--- src/rtl/timestamped_position_history_interp_assert.svh ---
// Assertion macros shared by the position history RTL.
`ifndef TIMESTAMPED_POSITION_HISTORY_INTERP_ASSERT_SVH
`define TIMESTAMPED_POSITION_HISTORY_INTERP_ASSERT_SVH

// Same-cycle implication, checked outside reset.
`define TPHI_ASSERT_IMP(label, clk, rst_n, ante, cons) \
    label: assert property (@(posedge clk) disable iff (!(rst_n)) (ante) |-> (cons)) \
        else $error("tphi assertion failed");

// Next-cycle implication, checked outside reset.
`define TPHI_ASSERT_NXT(label, clk, rst_n, ante, cons) \
    label: assert property (@(posedge clk) disable iff (!(rst_n)) (ante) |=> (cons)) \
        else $error("tphi assertion failed");

`endif

--- src/rtl/tphi_pkg.sv ---
// Types and codes of the position history block.
package tphi_pkg;

    typedef enum logic [2:0] {
        FUNC_ADD    = 3'd0,
        FUNC_QUERY  = 3'd1,
        FUNC_PRUNE  = 3'd2,
        FUNC_LATEST = 3'd3,
        FUNC_CLEAR  = 3'd4
    } t_func;

    typedef struct packed {
        logic signed [31:0] x;
        logic signed [31:0] y;
        logic        [31:0] t;
    } t_entry;

    typedef enum logic [3:0] {
        S_IDLE,
        S_ADD,
        S_CLR,
        S_PR_RD,
        S_PR_CHK,
        S_LT_RD,
        S_LT_CAP,
        S_QN_RD,
        S_QN_CHK,
        S_QO_CHK,
        S_QS_CHK,
        S_BR,
        S_DIF,
        S_MUL,
        S_DVW,
        S_FIN
    } t_state;

    localparam logic [31:0] MAX_AGE_RESET = 32'd1000;

endpackage

--- src/rtl/tphi_hist.sv ---
// Snapshot ring storage: one write port, one registered read port.
module tphi_hist #(
    parameter int DEPTH = 32,
    parameter int AW    = 5
) (
    input  logic              i_clk,
    input  logic              i_we,
    input  logic [AW-1:0]     i_waddr,
    input  tphi_pkg::t_entry  i_wdata,
    input  logic [AW-1:0]     i_raddr,
    output tphi_pkg::t_entry  o_rdata
);

    tphi_pkg::t_entry r_mem [DEPTH];
    tphi_pkg::t_entry r_rdata;

    // write port
    always_ff @(posedge i_clk) begin
        if (i_we) begin
            r_mem[i_waddr] <= i_wdata;
        end
    end

    // registered read port
    always_ff @(posedge i_clk) begin
        r_rdata <= r_mem[i_raddr];
    end

    assign o_rdata = r_rdata;

endmodule

--- config.mk ---
export PLATFORM = sky130hd
export DESIGN_NAME = tphi_hist
export DESIGN_NICKNAME = d
export VERILOG_FILES = /design/src/rtl/timestamped_position_history_interp_assert.svh /design/src/rtl/tphi_pkg.sv /design/src/rtl/tphi_hist.sv
export SDC_FILE = /design/constraint.sdc
export NUM_CORES = 2
export LEC_CHECK = 0
export BUFFER_PORTS_ARGS = -buffer_cell sky130_fd_sc_hd__buf_2
export CORE_MARGIN = 2
export CORE_UTILIZATION = 26
export DETAILED_ROUTE_END_ITERATION = 8
export SKIP_LAST_GASP = 1
export SYNTH_ARGS = -nofsm -noshare
export SYNTH_HDL_FRONTEND = slang
export SYNTH_SLANG_ARGS = --single-unit
--- constraint.sdc ---
create_clock -name i_clk -period 5.69 [get_ports i_clk]
set_input_delay 0.569 -clock i_clk [delete_from_list [all_inputs] [get_ports i_clk]]
set_output_delay 0.569 -clock i_clk [all_outputs]
set_load 0.005 [all_outputs]
==> Flow_metrics.wiki <==
{| class="wikitable"
! Metric !! Value
|-
| Run status || complete, no violations
|-
| Maximum net fanout on the critical path || 60
|-
| Final ANT Viol Nets || 0
|-
| Global Route met1 Usage || 0.179
|-
| Synthesized area || 119000 sq um
|-
| Hold Path Class || input pin to register
|-
| Met2 Use GR || 0.232
|-
| Worst setup path category || input pin to register
|-
| Row count || 247
|-
| Routed via count divided by cell count || 4.84
|-
| FILL cells || 43.4k
|-
| Number of global-route vias before repair || 58.7k
|-
| Global-route met3 utilization || 0.0252
|-
| Final Max Tran Viols || 0
|-
| Sequential fraction of the synthesis area || 0.794
|-
| Async set or reset register ratio after synthesis || 0
|-
| Clock sink count || 3168
|-
| Per-instance average area after synthesis || 21.2 sq um
|-
| Post-CTS clock slew at the launch and capture registers of the worst setup and hold paths || 0.06 ns
|-
| Number of H-tree levels || 5
|-
| Number of distinct library cells after synthesis || 30
|-
| Most instantiated library cell after synthesis || sky130_fd_sc_hd__edfxtp_1
|-
| Post-route fraction of the period consumed by the critical path || 0.513
|-
| Syn Inst Count || 5604
|-
| Resize count post-CTS || 0
|-
| Top_reg_cell synth || sky130_fd_sc_hd__edfxtp_1
|-
| Chip Width || 679 um
|-
| Clock tree from TritonCTS || yes
|-
| Number of DRC markers after the initial detailed-route iteration || 6869
|-
| Most congested layer reported by global routing || met2
|-
| Via total after detailed routing || 58.8k
|-
| Global-route usage over all layers || 0.136
|-
| Antenna violations before repair || 94
|-
| Cell type with the highest aggregate area in the netlist || sky130_fd_sc_hd__edfxtp_1
|-
| Number of top-level pins || 204
|-
| Number of detailed-routing iterations run before antenna repair || 6
|-
| Buffer count from post-CTS setup fixing || 0
|-
| Final instance area || 137000 sq um
|-
| Hold Worst Slack || 0.185 ns
|-
| Final nets || 6030
|-
| Register share of total power || 0.550
|-
| Static leakage || 43.4 nW
|-
| Buffers added on ports || 203
|-
| Sw Share || 0.212
|-
| Maximum buffer depth of the clock tree || 4
|-
| Synth area leaders || sky130_fd_sc_hd__edfxtp_1 (78%), sky130_fd_sc_hd__mux4_2 (7.3%), sky130_fd_sc_hd__mux2i_1 (6.5%)
|-
| Area taken by flip-flops and latches || 94200 sq um
|-
| Post-detailed-placement cell area || 128000 sq um
|-
| Power density normalized to cell area || 347 nW/um^2
|-
| CP Data Required Time || 6.38 ns
|-
| Total power of the final layout || 47.5 mW
|-
| Number of cells in the finished layout apart from fillers || 12.1k
|-
| Final GP Congestion || 0.727
|-
| First-pass GRT wire length || 451000 um
|-
| Final hold vios || 0
|-
| Max Cap Viol || 0
|-
| VDD IR max || 0.000232 V
|-
| Final total negative setup slack || 0 ns
|-
| Core region area || 453000 sq um
|-
| Signed area change from the synthesized netlist to the final layout || 15.4%
|-
| Most used standard cells in the synthesized netlist || sky130_fd_sc_hd__edfxtp_1 (3072), sky130_fd_sc_hd__mux2i_1 (768), sky130_fd_sc_hd__a22oi_1 (511)
|-
| Area share of the leading cell type in the synthesized netlist || 0.778
|-
| Setup repair after global routing missed its margin || false
|-
| Kind of launch point of the worst setup path || input pin
|-
| Die outline height || 679 um
|-
| Total wirelength of the detailed-routed design || 328000 um
|-
| Finish-stage setup viols || 0
|-
| Proportion of power drawn by the clock network || 0.404
|-
| Detail Placement HPWL || 167000 um
|-
| Average wire per cell in the routed design || 27.0 um
|-
| Combinational Power Share || 0.046
|-
| DRC violations left || 0
|-
| Arrival time at the worst endpoint || 3.61 ns
|-
| Int Pwr || 37.4 mW
|-
| Initial standard-cell utilization of the core || 0.261
|-
| Layout cells sized above 1 || 0.191
|-
| EDFF count, synth || 3072
|-
| Final period demand of the worst path || 2.92 ns
|-
| Maximum clock frequency || 342 MHz
|-
| Slew @ Worst Pin || 1.16 ns
|-
| Synthesized net count || 5712
|-
| Post-synthesis register bit count || 3168
|-
| Pin count of the biggest net entering global routing || 132
|-
| Clock latency at the later pin of the worst-skew pair || 0.86 ns
|-
| YS warnings || 0
|-
| Die area || 461000 sq um
|-
| Number of CTS-inserted buffers || 296
|-
| Layout Skew || 0.0498 ns
|-
| Critical Path Sink Type || register
|-
| Number of placed cells counting well taps || 11.6k
|-
| Total grt overflow || 0
|-
| Worst slew slack as a fraction of its limit || 0.229
|-
| Clk Tree Root Cell || sky130_fd_sc_hd__clkbuf_16
|-
| Number of hold buffers added after CTS || 0
|-
| Area taken by multi-input logic gates || 23100 sq um
|-
| Net Switching || 10.1 mW
|}
==> power groups by stage <==
stage,combinational (mW),sequential [mW],clock (mW)
5_1_grt,2.35,26.2,20.4
6_report,2.19,26.1,19.2
2_1_floorplan,1.20,26.5,0
3_5_place_dp,2.21,26.7,0
4_1_cts,2.21,26.2,19.5
3_3_place_gp,2.15,26.7,0
==> final cells by class <==
cell class,count,area share
Sequential cell,3168,0.688
Multi-Input combinational cell,2117,0.169
Clock buffer,410,0.0601
Tap cell,5976,0.0546
Timing Repair Buffer,338,0.0203
Clock inverter,118,0.00719
Antenna cell,20,0.000366
Inverter,1,0.0000274
==> layer usage <==
| layer | share of wire | vias up |
|---|---|---|
| met5 | 0.00055 | - |
| met4 | 0.026 | 28 |
| met3 | 0.072 | 555 |
| met2 | 0.50 | 2504 |
| met1 | 0.40 | 31500 |
| li1 | - | 24200 |
==> critical path, stage by stage <==
cell and delay, ns:
sky130_fd_sc_hd__buf_8 0.61, sky130_fd_sc_hd__buf_4 0.83, sky130_fd_sc_hd__buf_4 0.76, sky130_fd_sc_hd__mux2i_1 0.30, sky130_fd_sc_hd__a22oi_1 0.12, sky130_fd_sc_hd__nand3_1 0.16, sky130_fd_sc_hd__nand4_1 0.11
==> state kept, by name (all words and copies together), names as in the netlist <==
name,cells
o_rdata,96
r_mem,3072
==> placed cells by master, fill, tap and decap left out, drive strengths merged, types with 46 or more instances in the layout <==
cell type  instances
a22oi            511
clkinv            95
dfxtp             96
nand3            194
nor2              46
buf              338
mux2i            768
a31oi             51
clkbuf           410
edfxtp          3072
a22o              51
mux4             384
==> logic make-up (layout without fill, tap and decap cells) <==
family	after synthesis	count (layout)	synth area share
AO/OA/AOI/OAI	627	627	0.0396
buffers and inverters	319	867	0.0136
flip-flops	3168	3168	0.794
multiplexers	1152	1152	0.138
AND/OR/NAND/NOR	338	338	0.0147
other	0	20	0
==> final timing paths <==
path | from | endpoint | slack, ns | cells after the start
worst min-delay path | i_wdata[13] | r_mem[21][13]$_DFFE_PP_ | 0.18 | 1
worst max register to register | r_mem[14][16]$_DFFE_PP_ | o_rdata[16]$_DFF_P_ | 4.07 | 4
worst min register to register | r_mem[4][45]$_DFFE_PP_ | o_rdata[45]$_DFF_P_ | 0.64 | 4
worst max-delay path | i_raddr[0] | o_rdata[77]$_DFF_P_ | 2.77 | 7
==> per-stage QoR <==
stage	setup slack [ns]	util
2_1_floorplan	-0.0893	-
3_3_place_gp	1.97	0.281
3_5_place_dp	1.90	0.281
4_1_cts	2.79	0.302
5_1_grt	2.54	0.302
6_report	2.77	0.302
No activity file was read; power rests on OpenSTA's default activity.
