### src/rtl/timestamped_position_history_interp_assert.svh
// Assertion macros shared by the position history RTL.
`ifndef TIMESTAMPED_POSITION_HISTORY_INTERP_ASSERT_SVH
`define TIMESTAMPED_POSITION_HISTORY_INTERP_ASSERT_SVH

// Same-cycle implication, checked outside reset.
`define TPHI_ASSERT_IMP(label, clk, rst_n, ante, cons) \
    label: assert property (@(posedge clk) disable iff (!(rst_n)) (ante) |-> (cons)) \
        else $error("tphi assertion failed");

// Next-cycle implication, checked outside reset.
`define TPHI_ASSERT_NXT(label, clk, rst_n, ante, cons) \
    label: assert property (@(posedge clk) disable iff (!(rst_n)) (ante) |=> (cons)) \
        else $error("tphi assertion failed");

`endif

### src/rtl/tphi_div.sv
// Restoring divider, 64-bit dividend by 32-bit divisor, one bit per cycle.
module tphi_div (
    input  logic        i_clk,
    input  logic        i_rst_n,
    input  logic        i_start,
    input  logic [63:0] i_dividend,
    input  logic [31:0] i_divisor,
    output logic        o_done,
    output logic [32:0] o_quot,
    output logic        o_rem_nz
);

    logic [63:0] r_dvd;
    logic [32:0] r_quot;
    logic [31:0] r_rem;
    logic [31:0] r_dvs;
    logic [6:0]  r_cnt;
    logic        r_run;
    logic        r_done;
    logic [32:0] w_trial;
    logic        w_ge;

    // one trial subtract per cycle
    assign w_trial = {r_rem, r_dvd[63]};
    assign w_ge    = (w_trial >= {1'b0, r_dvs});

    always_ff @(posedge i_clk) begin
        if (!i_rst_n) begin
            r_run  <= 1'b0;
            r_done <= 1'b0;
            r_cnt  <= 7'd0;
        end else begin
            r_done <= 1'b0;
            if (i_start) begin
                r_run <= 1'b1;
                r_cnt <= 7'd64;
            end else if (r_run) begin
                r_cnt <= r_cnt - 7'd1;
                if (r_cnt == 7'd1) begin
                    r_run  <= 1'b0;
                    r_done <= 1'b1;
                end
            end
        end
    end

    // datapath; the quotient never exceeds 33 bits here
    always_ff @(posedge i_clk) begin
        if (i_start) begin
            r_dvd  <= i_dividend;
            r_dvs  <= i_divisor;
            r_rem  <= 32'd0;
            r_quot <= 33'd0;
        end else if (r_run) begin
            r_dvd  <= {r_dvd[62:0], 1'b0};
            r_quot <= {r_quot[31:0], w_ge};
            r_rem  <= w_ge ? 32'(w_trial - {1'b0, r_dvs}) : w_trial[31:0];
        end
    end

    assign o_done   = r_done;
    assign o_quot   = r_quot;
    assign o_rem_nz = (r_rem != 32'd0);

endmodule

### config.mk
export PLATFORM = sky130hd
export DESIGN_NAME = tphi_div
export DESIGN_NICKNAME = d
export VERILOG_FILES = /design/src/rtl/timestamped_position_history_interp_assert.svh /design/src/rtl/tphi_div.sv
export SDC_FILE = /design/constraint.sdc
export NUM_CORES = 1
export LEC_CHECK = 0
export ABC_AREA = 0
export BUFFER_PORTS_ARGS = -buffer_cell sky130_fd_sc_hd__buf_2
export CORE_AREA = 2 2 96 190
export DETAILED_ROUTE_END_ITERATION = 7
export DIE_AREA = 0 0 98 192
export GPL_TIMING_DRIVEN = 0
export PLACE_DENSITY = 0.71
export SYNTH_ARGS = -nofsm -noshare
export SYNTH_HDL_FRONTEND = slang
export SYNTH_SLANG_ARGS = --single-unit
### constraint.sdc
create_clock -name i_clk -period 4.65 [get_ports i_clk]
set_input_delay 0.6975 -clock i_clk [delete_from_list [all_inputs] [get_ports i_clk]]
set_output_delay 0.6975 -clock i_clk [all_outputs]
set_load 0.01 [all_outputs]
==> impl_metrics.toml, run 1 <==
[yosys]
synth_cell_types = 54
syn_nets = 925
synthFlopType = "edfxtp_1"
yosys_warnings = 0
syn-instance-count = 791
synth_seq_cells = 170
ys_seq_area_share_pct = 51.1
async_flop_share_pct = 0
syn_area_per_cell_um2 = 10.8
synth_edf_count = 96
synth_area_mm2 = 0.00855

[cells_and_area]
fillers = 1519
n_antenna_cell = 0
drive_gt1_share_pct = 25.8
layout.area.seq_mm2 = 0.00436
final_nets = 1078
mostFrequentLayoutCells = "buf_2 (135), edfxtp_1 (96), nor2_1 (86)"
stdcell_area_mm2 = 0.0101
multi_input_area_mm2 = 0.00384
utilization_pct = 58.3
area_growth_pct = 17.9
final_common_cell = "buf_2"

[cts]
cts_buffers = 17
clk_latency_ns = 0.43
holdBufCountCts = 0
ctsRootBufferMaster = "clkbuf_16"
cts.htree.levels = 4
postCtsSetupBuffers = 0
cts_tree = "done"
clk_pin_slew_ns = 0.06
cts_sinks = 170
cts_max_path_buffers = 2
cts_resized = 0

[grt]
grt_pass1_wl_um = 32500
antenna_found_initial = 0
grt_max_degree = 48
first_global_vias = 6669
grt_overflow = 0
grtUsageTotal_pct = 22.0

[timing]
tns_ns = 0
min_period_over_period_pct = 78.4
grt_setup_unrepaired = "no"
maxSlewViolCount = 0
setup-violations-final = 0
relSlewSlack_pct = 36.7
hold_violations = 0
clock_skew_ns = 0.00660
fmax_mhz = 274
layout_min_cycle_time_ns = 3.65
tightest_slew_ns = 0.941

[outcome]
status = "finished, final reports clean"

[floorplan]
die_x_um = 98
ioPinCount = 134
die_h_um = 192
initial_utilization_pct = 49.5
row_count = 68
die_area_mm2 = 0.0188
coreArea_mm2 = 0.0173

[worst_hold_path]
hold_path_class = "input port to flip-flop"

[place]
dpl_cell_area_mm2 = 0.00949
gp_congestion = 0.912
port_buffers = 133
place_hpwl_um = 15400

[detailed_routing]
drt_iter0_drc = 280
routed_via_density = 5.51
vias = 6433
drtPass1Iterations = 7
antenna_left = 0
avgRoutedWirePerCell_um = 17.4
route.detailed.drc = 0
routed_wl_um = 20300

[worst_setup_path]
path_delay_family = "simple AND/OR/NAND/NOR gates"
max_stage_delay_ns = 0.80
worstPathCellList = "ha_1, clkbuf_1, nand4_1, nor4_1, o31ai_1, nand4_1, a31oi_1, a211oi_1, mux2i_1, a32oi_1, o21ai_0"
endpoint_kind = "flip-flop"
required_ns = 4.96
critical_path_buf_inv_count = 1
crit_path_top_delay_cell = "nor4_1"
worstSetupPathType = "flip-flop to flip-flop"
timing.critical_path.mode_cell = "nand4_1"
arrival_ns = 3.96
cp_max_fo = 7
startpoint_type = "flip-flop"

[power_and_ir_drop]
peakVddDrop_uv = 376
powerDensity_mw_per_mm2 = 377
p_leak_nw = 4.17

[flow_run]
max_cap_viol_count = 0
-- routing by layer --
layer | part of all wire, % | track usage, % | vias up
met5 | 0 | 0 | -
met4 | 4.8 | 12.7 | 0
met3 | 4.2 | 4.69 | 61
met1 | 36 | 21.8 | 3020
li1 | - | - | 3165
met2 | 55 | 41.4 | 187
-- state kept, by name (all words and copies together) (netlist names) --
name	cells
r_dvd	64
o_quot	33
r_dvs	32
r_rem	32
r_cnt	7
o_done	1
r_run	1
-- Yosys cell counts, drive strengths merged, types with 12 or more instances --
library cell   n  area (um^2)
edfxtp        96         2880
inv           43          161
a21o          17          128
ha            34          425
xnor2         22          193
nand2         71          283
a21oi         35          179
o21ai         24          120
mux2i         35          350
clkbuf        28          105
xor2          12          105
a211oi        12         90.1
a311oi        23          239
mux2          63          709
dfxtp         74         1480
buf           15         73.8
nor2          87          329
-- metrics by stage --
stage / setup slack (ns) / cells / hold WS (ns) / total power, mW
floorplan: 1.73 / 791 / 0.459 / 2.23
global placement: 0.0463 / 1134 / 0.476 / 2.40
detailed placement: 1.15 / 1135 / 0.490 / 2.42
CTS: 1.15 / 1167 / 0.429 / 3.82
global route: 0.923 / 1167 / 0.425 / 3.95
finish: 1.00 / 1167 / 0.440 / 3.79
-- cell type report --
cell class / instances / area share (%)
clock buffer: 21 / 4.57
multi-input combinational: 535 / 38.1
timing repair buffer: 134 / 6.81
clock inverter: 11 / 1.17
buffer: 43 / 1.78
inverter: 43 / 1.60
tap: 210 / 2.61
sequential: 170 / 43.3
-- power breakdown --
group / switching, mW / internal, mW / leakage (nW) / total (mW)
sequential: 0.0553 / 1.71 / 1.56 / 1.77
combinational: 0.354 / 0.265 / 2.32 / 0.619
clock: 0.588 / 0.818 / 0.285 / 1.41
-- logic make-up after synthesis --
kind of cell / synth area share, %
and+or+nand+nor: 12.0
DFF: 51.1
AOI/OAI and AO/OA: 11.9
muxes: 12.4
buffers and inverters: 3.98
adders and majority gates: 5.21
xor gates and xnor gates: 3.48
-- worst register-to-register path, delay by kind of cell (launching register included) --
kind                     cells  cell delay [ns]
flip-flops                   1             0.37
adder cells (fa/ha/maj)      1             0.30
AND/OR/NAND/NOR              3             1.31
AO/OA/AOI/OAI                5             1.12
buffers and inverters        1             0.29
multiplexers                 1             0.15
-- path summary, 6_finish.rpt --
| kind | start | cells past startpoint | to | slack [ns] |
|---|---|---|---|---|
| max | r_rem[10] | 11 | r_rem[30] | 1.00 |
| min | i_divisor[27] | 1 | r_dvs[27] | 0.44 |
| max reg2reg | r_rem[10] | 11 | r_rem[30] | 1.00 |
| min reg2reg | o_quot[32] | 2 | o_quot[32] | 0.50 |
Note: power is estimated with default switching activity, not from simulation.
==> inputs of run 2 (changes only) <==
--- a/config.mk
+++ b/config.mk
@@ -11,7 +11,7 @@
 export DETAILED_ROUTE_END_ITERATION = 7
 export DIE_AREA = 0 0 98 192
 export GPL_TIMING_DRIVEN = 0
-export PLACE_DENSITY = 0.71
+export PLACE_DENSITY = 0.73
 export SYNTH_ARGS = -nofsm -noshare
 export SYNTH_HDL_FRONTEND = slang
 export SYNTH_SLANG_ARGS = --single-unit
==> constraint.sdc (replaced) <==
create_clock -name i_clk -period 3.1 [get_ports i_clk]
set_input_delay 0.465 -clock i_clk [delete_from_list [all_inputs] [get_ports i_clk]]
set_output_delay 0.465 -clock i_clk [all_outputs]
set_load 0.01 [all_outputs]
==> run 2 against run 1 <==
Final area increased by 3.3%; largest cell class unchanged; clock power increased by 63%; worst hold slack got worse by 0.23 ns; die area unchanged; first-iteration DRC count decreased by 13%; clock-buffer cell count decreased by 1; non-clock buffer count increased by 9; via count increased by 4.5%; sequential share of layout area decreased by 1.4 points; clock skew increased by 0.0021 ns; final cell count increased by 0.77%; critical path depth unchanged.
==> impl_metrics.toml, run 2 (synthesized netlist as in run 1, its figures left out) <==
[floorplan]
die_x_um = 98
ioPinCount = 134
row_count = 68
die_h_um = 192
die_area_mm2 = 0.0188
coreArea_mm2 = 0.0173
initial_utilization_pct = 49.5

[worst_setup_path]
cp-startpoint = "r_rem[11]"
reg2reg_slack_ns = 0.08
crit_path_end = "r_rem[30]"
cp_max_fo = 7
worstSetupPathType = "flip-flop to flip-flop"
required_ns = 3.41
arrival_ns = 3.33
endpoint_kind = "flip-flop"
startpoint_type = "flip-flop"
reg2reg_to = "r_rem[30]"
reg2reg_depth = 11
r2r-start = "r_rem[11]"

[timing]
maxSlewViolCount = 0
hold_violations = 0
clock_skew_ns = 0.00873
fin_ws_ns = 0.0816
relSlewSlack_pct = 43.7
min_period_over_period_pct = 97.4
fmax_mhz = 331
layout_min_cycle_time_ns = 3.02
tightest_slew_ns = 0.844
setup-violations-final = 0

[grt]
first_global_vias = 6784
antenna_found_initial = 0
met1_usage_pct = 21.3
grt_pass1_wl_um = 33100
busiest_layer = "met2"
grtUsageTotal_pct = 22.4
grtUsageMet3_pct = 5.13
grt_max_degree = 44
grt_overflow = 0
grtUsageMet2_pct = 42.4

[power_and_ir_drop]
p_leak_nw = 4.32
switching_share_pct = 26.7
seq_power_share_pct = 44.6
peakVddDrop_uv = 472
powerDensity_mw_per_mm2 = 572
intPower_mw = 4.37
p_switching_mw = 1.59
combPwrFrac_pct = 16.8
clkPwrFrac_pct = 38.6

[detailed_routing]
vias = 6723
routed_via_density = 5.72
antenna_left = 0
drt_iter0_drc = 244
route.detailed.drc = 0
routed_wl_um = 21200
avgRoutedWirePerCell_um = 18.0
drtPass1Iterations = 5

[cells_and_area]
fillers = 1454
top_register = "r_dvd"
final_nets = 1087
n_antenna_cell = 0
utilization_pct = 60.3
mostFrequentLayoutCells = "buf_2 (133), edfxtp_1 (96), nor2_1 (86)"
largest_reg_flops = 64
drive_gt1_share_pct = 29.0
area_growth_pct = 21.8
final_common_cell = "buf_2"

[cts]
ctsRootBufferMaster = "clkbuf_16"
cts.htree.levels = 4
cts_tree = "done"
cts_buffers = 17
clk_pin_slew_ns = 0.07
clk_latency_ns = 0.43
cts_max_path_buffers = 2
cts_sinks = 170

[worst_hold_path]
min_from = "i_divisor[10]"
hold_path_class = "input port to flip-flop"

[flow_run]
max_cap_viol_count = 0

[place]
place_hpwl_um = 15500
post-place-ws_ns = -0.406
port_buffers = 133
gp_congestion = 0.946

[outcome]
status = "finished, final reports clean"
==> run 2: stage by stage <==
stage          instances  cell area [um^2]  total power [mW]  setup TNS (ns)  hold slack (ns)
2_1_floorplan        791              8550              3.34               0            0.459
3_3_place_gp        1134              9470              3.60          -89.20            0.480
3_5_place_dp        1135              9490              3.62          -17.65            0.494
4_1_cts             1167             10200              5.92               0            0.195
5_1_grt             1176             10400              6.19         -0.0439            0.193
6_report            1176             10400              5.96               0            0.210
==> run 2: final cells by class <==
type                       count  area, um^2  area share [%]
buffer                        39         183            1.76
clock buffer                  20         500            4.81
clock inverter                12         145            1.39
inverter                      43         161            1.55
multi-input combinational    535        3990            38.3
sequential                   170        4370            41.9
tap                          210         263            2.52
timing repair buffer         147         801            7.69
==> run 2: worst min path at each step <==
stage                     cells past startpoint         to  slack (ns)
after floorplan                               2  r_rem[28]        0.46
after global placement                        2  r_rem[26]        0.48
after detailed placement                      2  r_rem[26]        0.49
after CTS                                     1  r_dvs[27]        0.20
after global routing                          1   r_dvs[4]        0.19
final                                         1  r_dvs[10]        0.21
==> run 2: routing by layer <==
layer  part of all wire (%)  vias up  routed length [um]
li1                       -     3192                   -
met2                     56      261               11700
met5                      0        -                   0
met1                     34     3190                7150
met3                    5.1       80                1080
met4                    5.6        0                1190
==> run 2: power by group through the flow <==
stage          clock (mW)  sequential, mW  combinational, mW
2_1_floorplan           0            2.67              0.673
3_3_place_gp            0            2.70              0.898
3_5_place_dp            0            2.70              0.922
4_1_cts              2.33            2.65              0.940
5_1_grt              2.42            2.67               1.10
6_report             2.30            2.66               1.00
==> run 2: worst max-delay path: stages (launching register included) <==
cell and delay [ns]:
dfxtp_1 0.35, ha_1 0.28, clkbuf_1 0.25, nand4_1 0.25, nor4_4 0.41, o31ai_1 0.15
nand4_1 0.30, a31oi_2 0.19, a211oi_2 0.30, mux2i_1 0.13, a32oi_1 0.19, o21ai_0 0.10
==> run 2: timing repair <==
action                     in CTS  in global routing
hold buffers                    0                  0
setup endpoints to repair      30                 30
buffers inserted                2                 10
pin swaps                       1                  9
gates cloned                    0                  1
gates resized for setup         7                 20
==> inputs of run 3 (changes only) <==
--- a/config.mk
+++ b/config.mk
@@ -11,7 +11,7 @@
 export DETAILED_ROUTE_END_ITERATION = 7
 export DIE_AREA = 0 0 98 192
 export GPL_TIMING_DRIVEN = 0
-export PLACE_DENSITY = 0.73
+export PLACE_DENSITY = 0.71
 export SYNTH_ARGS = -nofsm -noshare
 export SYNTH_HDL_FRONTEND = slang
 export SYNTH_SLANG_ARGS = --single-unit
==> constraint.sdc (replaced) <==
create_clock -name i_clk -period 3.5 [get_ports i_clk]
set_input_delay 0.525 -clock i_clk [delete_from_list [all_inputs] [get_ports i_clk]]
set_output_delay 0.525 -clock i_clk [all_outputs]
set_load 0.01 [all_outputs]
==> run 3 against run 2 <==
Sequential share of layout area increased by 1.3 points; power decreased by 15%; setup slack improved by 0.14 ns; flip-flop and latch count unchanged; final area decreased by 3.0%; sequential power decreased by 12%; largest cell class unchanged; highest routed layer unchanged; register-to-register slack improved by 0.14 ns; combinational power decreased by 17%; clock skew decreased by 0.0042 ns; critical path type unchanged; maximum frequency decreased by 8.0%.
==> impl_metrics.toml, run 3 (synthesized netlist as in run 1, its figures left out) <==
[cells_and_area]
top_register = "r_dvd"
layout.area.seq_mm2 = 0.00436
fillers = 1515
mostFrequentLayoutCells = "buf_2 (135), edfxtp_1 (96), nor2_1 (86)"
n_antenna_cell = 0
area_growth_pct = 18.2
multi_input_area_mm2 = 0.00385
final_nets = 1080
largest_reg_flops = 64
drive_gt1_share_pct = 26.1
final_common_cell = "buf_2"

[floorplan]
row_count = 68
die_h_um = 192
ioPinCount = 134
initial_utilization_pct = 49.5
die_x_um = 98
coreArea_mm2 = 0.0173
die_area_mm2 = 0.0188

[grt]
grt_pass1_wl_um = 32500
grtUsageTotal_pct = 22.0
grt_overflow = 0
antenna_found_initial = 0
first_global_vias = 6669
grt_max_degree = 48

[detailed_routing]
route.detailed.drc = 0
antenna_left = 0
drtPass1Iterations = 8
avgRoutedWirePerCell_um = 17.4
routed_wl_um = 20400
drt_iter0_drc = 290
vias = 6453
routed_via_density = 5.52

[worst_hold_path]
hold_path_class = "input port to flip-flop"
holdPathEnd = "r_dvs[27]"
min_from = "i_divisor[27]"
hold_depth = 1

[power_and_ir_drop]
powerDensity_mw_per_mm2 = 500
finalPower_mw = 5.05
p_leak_nw = 4.18
peakVddDrop_uv = 498

[cts]
clk_pin_slew_ns = 0.06
cts_buffers = 17
cts_max_path_buffers = 2
holdBufCountCts = 0
cts.htree.levels = 4
ctsRootBufferMaster = "clkbuf_16"
clk_latency_ns = 0.43
cts_sinks = 170
cts_tree = "done"

[timing]
fin_ws_ns = 0.218
setup-violations-final = 0
hold_violations = 0
maxSlewViolCount = 0
relSlewSlack_pct = 42.4
min_period_over_period_pct = 93.8
tightest_slew_ns = 0.864
layout_min_cycle_time_ns = 3.28
grt_setup_unrepaired = "no"
fmax_mhz = 305
clock_skew_ns = 0.00455

[worst_setup_path]
reg2reg_to = "r_rem[30]"
reg2reg_slack_ns = 0.22
arrival_ns = 3.59
required_ns = 3.81
endpoint_kind = "flip-flop"
startpoint_type = "flip-flop"
cp_max_fo = 8
worstSetupPathType = "flip-flop to flip-flop"
reg2reg_depth = 11
r2r-start = "r_rem[9]"

[place]
port_buffers = 133
place_hpwl_um = 15400
gp_congestion = 0.912
post-place-ws_ns = 0.0283

[outcome]
status = "finished, final reports clean"

[flow_run]
max_cap_viol_count = 0
## run 3: routing by layer
metal / part of all wire, % / wire length (um) / global-route usage [%] / up-vias
met5: 0 / 0 / 0 / -
met4: 4.5 / 917 / 12.7 / 0
met3: 4.5 / 926 / 4.69 / 55
met2: 55 / 11300 / 41.4 / 196
met1: 36 / 7240 / 21.8 / 3037
li1: - / - / - / 3165
## run 3: cell type report
class                           instances  area share, %
Sequential cell                       170           43.2
Clock buffer                           21           4.56
Timing Repair Buffer                  136           6.94
Inverter                               43           1.60
Tap cell                              210           2.60
Clock inverter                         11           1.16
Multi-Input combinational cell        535           38.1
Buffer                                 43           1.77
## run 3: power breakdown
part           switching (mW)  total [mW]  internal [mW]
combinational           0.471       0.826          0.355
sequential             0.0734        2.35           2.28
clock                   0.784        1.87           1.09
## run 3: through the flow
| step | instance area (um^2) | setup TNS [ns] | instances | util, % | hold WS [ns] |
|---|---|---|---|---|---|
| 2_1_floorplan | 8550 | 0 | 791 | - | 0.459 |
| 3_3_place_gp | 9470 | -59.10 | 1134 | 54.9 | 0.476 |
| 3_5_place_dp | 9490 | 0 | 1135 | 55.0 | 0.490 |
| 4_1_cts | 10100 | 0 | 1167 | 58.3 | 0.256 |
| 5_1_grt | 10100 | 0 | 1169 | 58.5 | 0.253 |
| 6_report | 10100 | 0 | 1169 | 58.5 | 0.268 |
## run 3: timing repair
action,in CTS,in global routing
setup buffers,0,2
setup endpoints to repair,0,17
gates resized for setup,0,2
## run 3: critical path: stages, from the launching register on
cell and delay, ns:
dfxtp_1 0.37, ha_1 0.30, clkbuf_1 0.30, nand4_1 0.18
nor4_2 0.49, o31ai_1 0.17, nand4_1 0.31, a31oi_1 0.21
a211oi_1 0.40, mux2i_1 0.14, a32oi_1 0.19, o21ai_0 0.10
## run 3: worst max-delay path by stage
| stage | startpoint | to | slack (ns) | cells after the start |
|---|---|---|---|---|
| global route | r_dvs[28] | r_rem[8] | 0.01 | 13 |
| CTS | r_rem[10] | r_rem[30] | 0.004 | 11 |
| global placement | i_start | r_dvd[15] | -0.93 | 5 |
| detailed placement | r_rem[9] | r_rem[30] | 0.03 | 11 |
| floorplan | i_start | r_dvd[0] | 0.75 | 4 |
| finish | r_rem[9] | r_rem[30] | 0.22 | 11 |
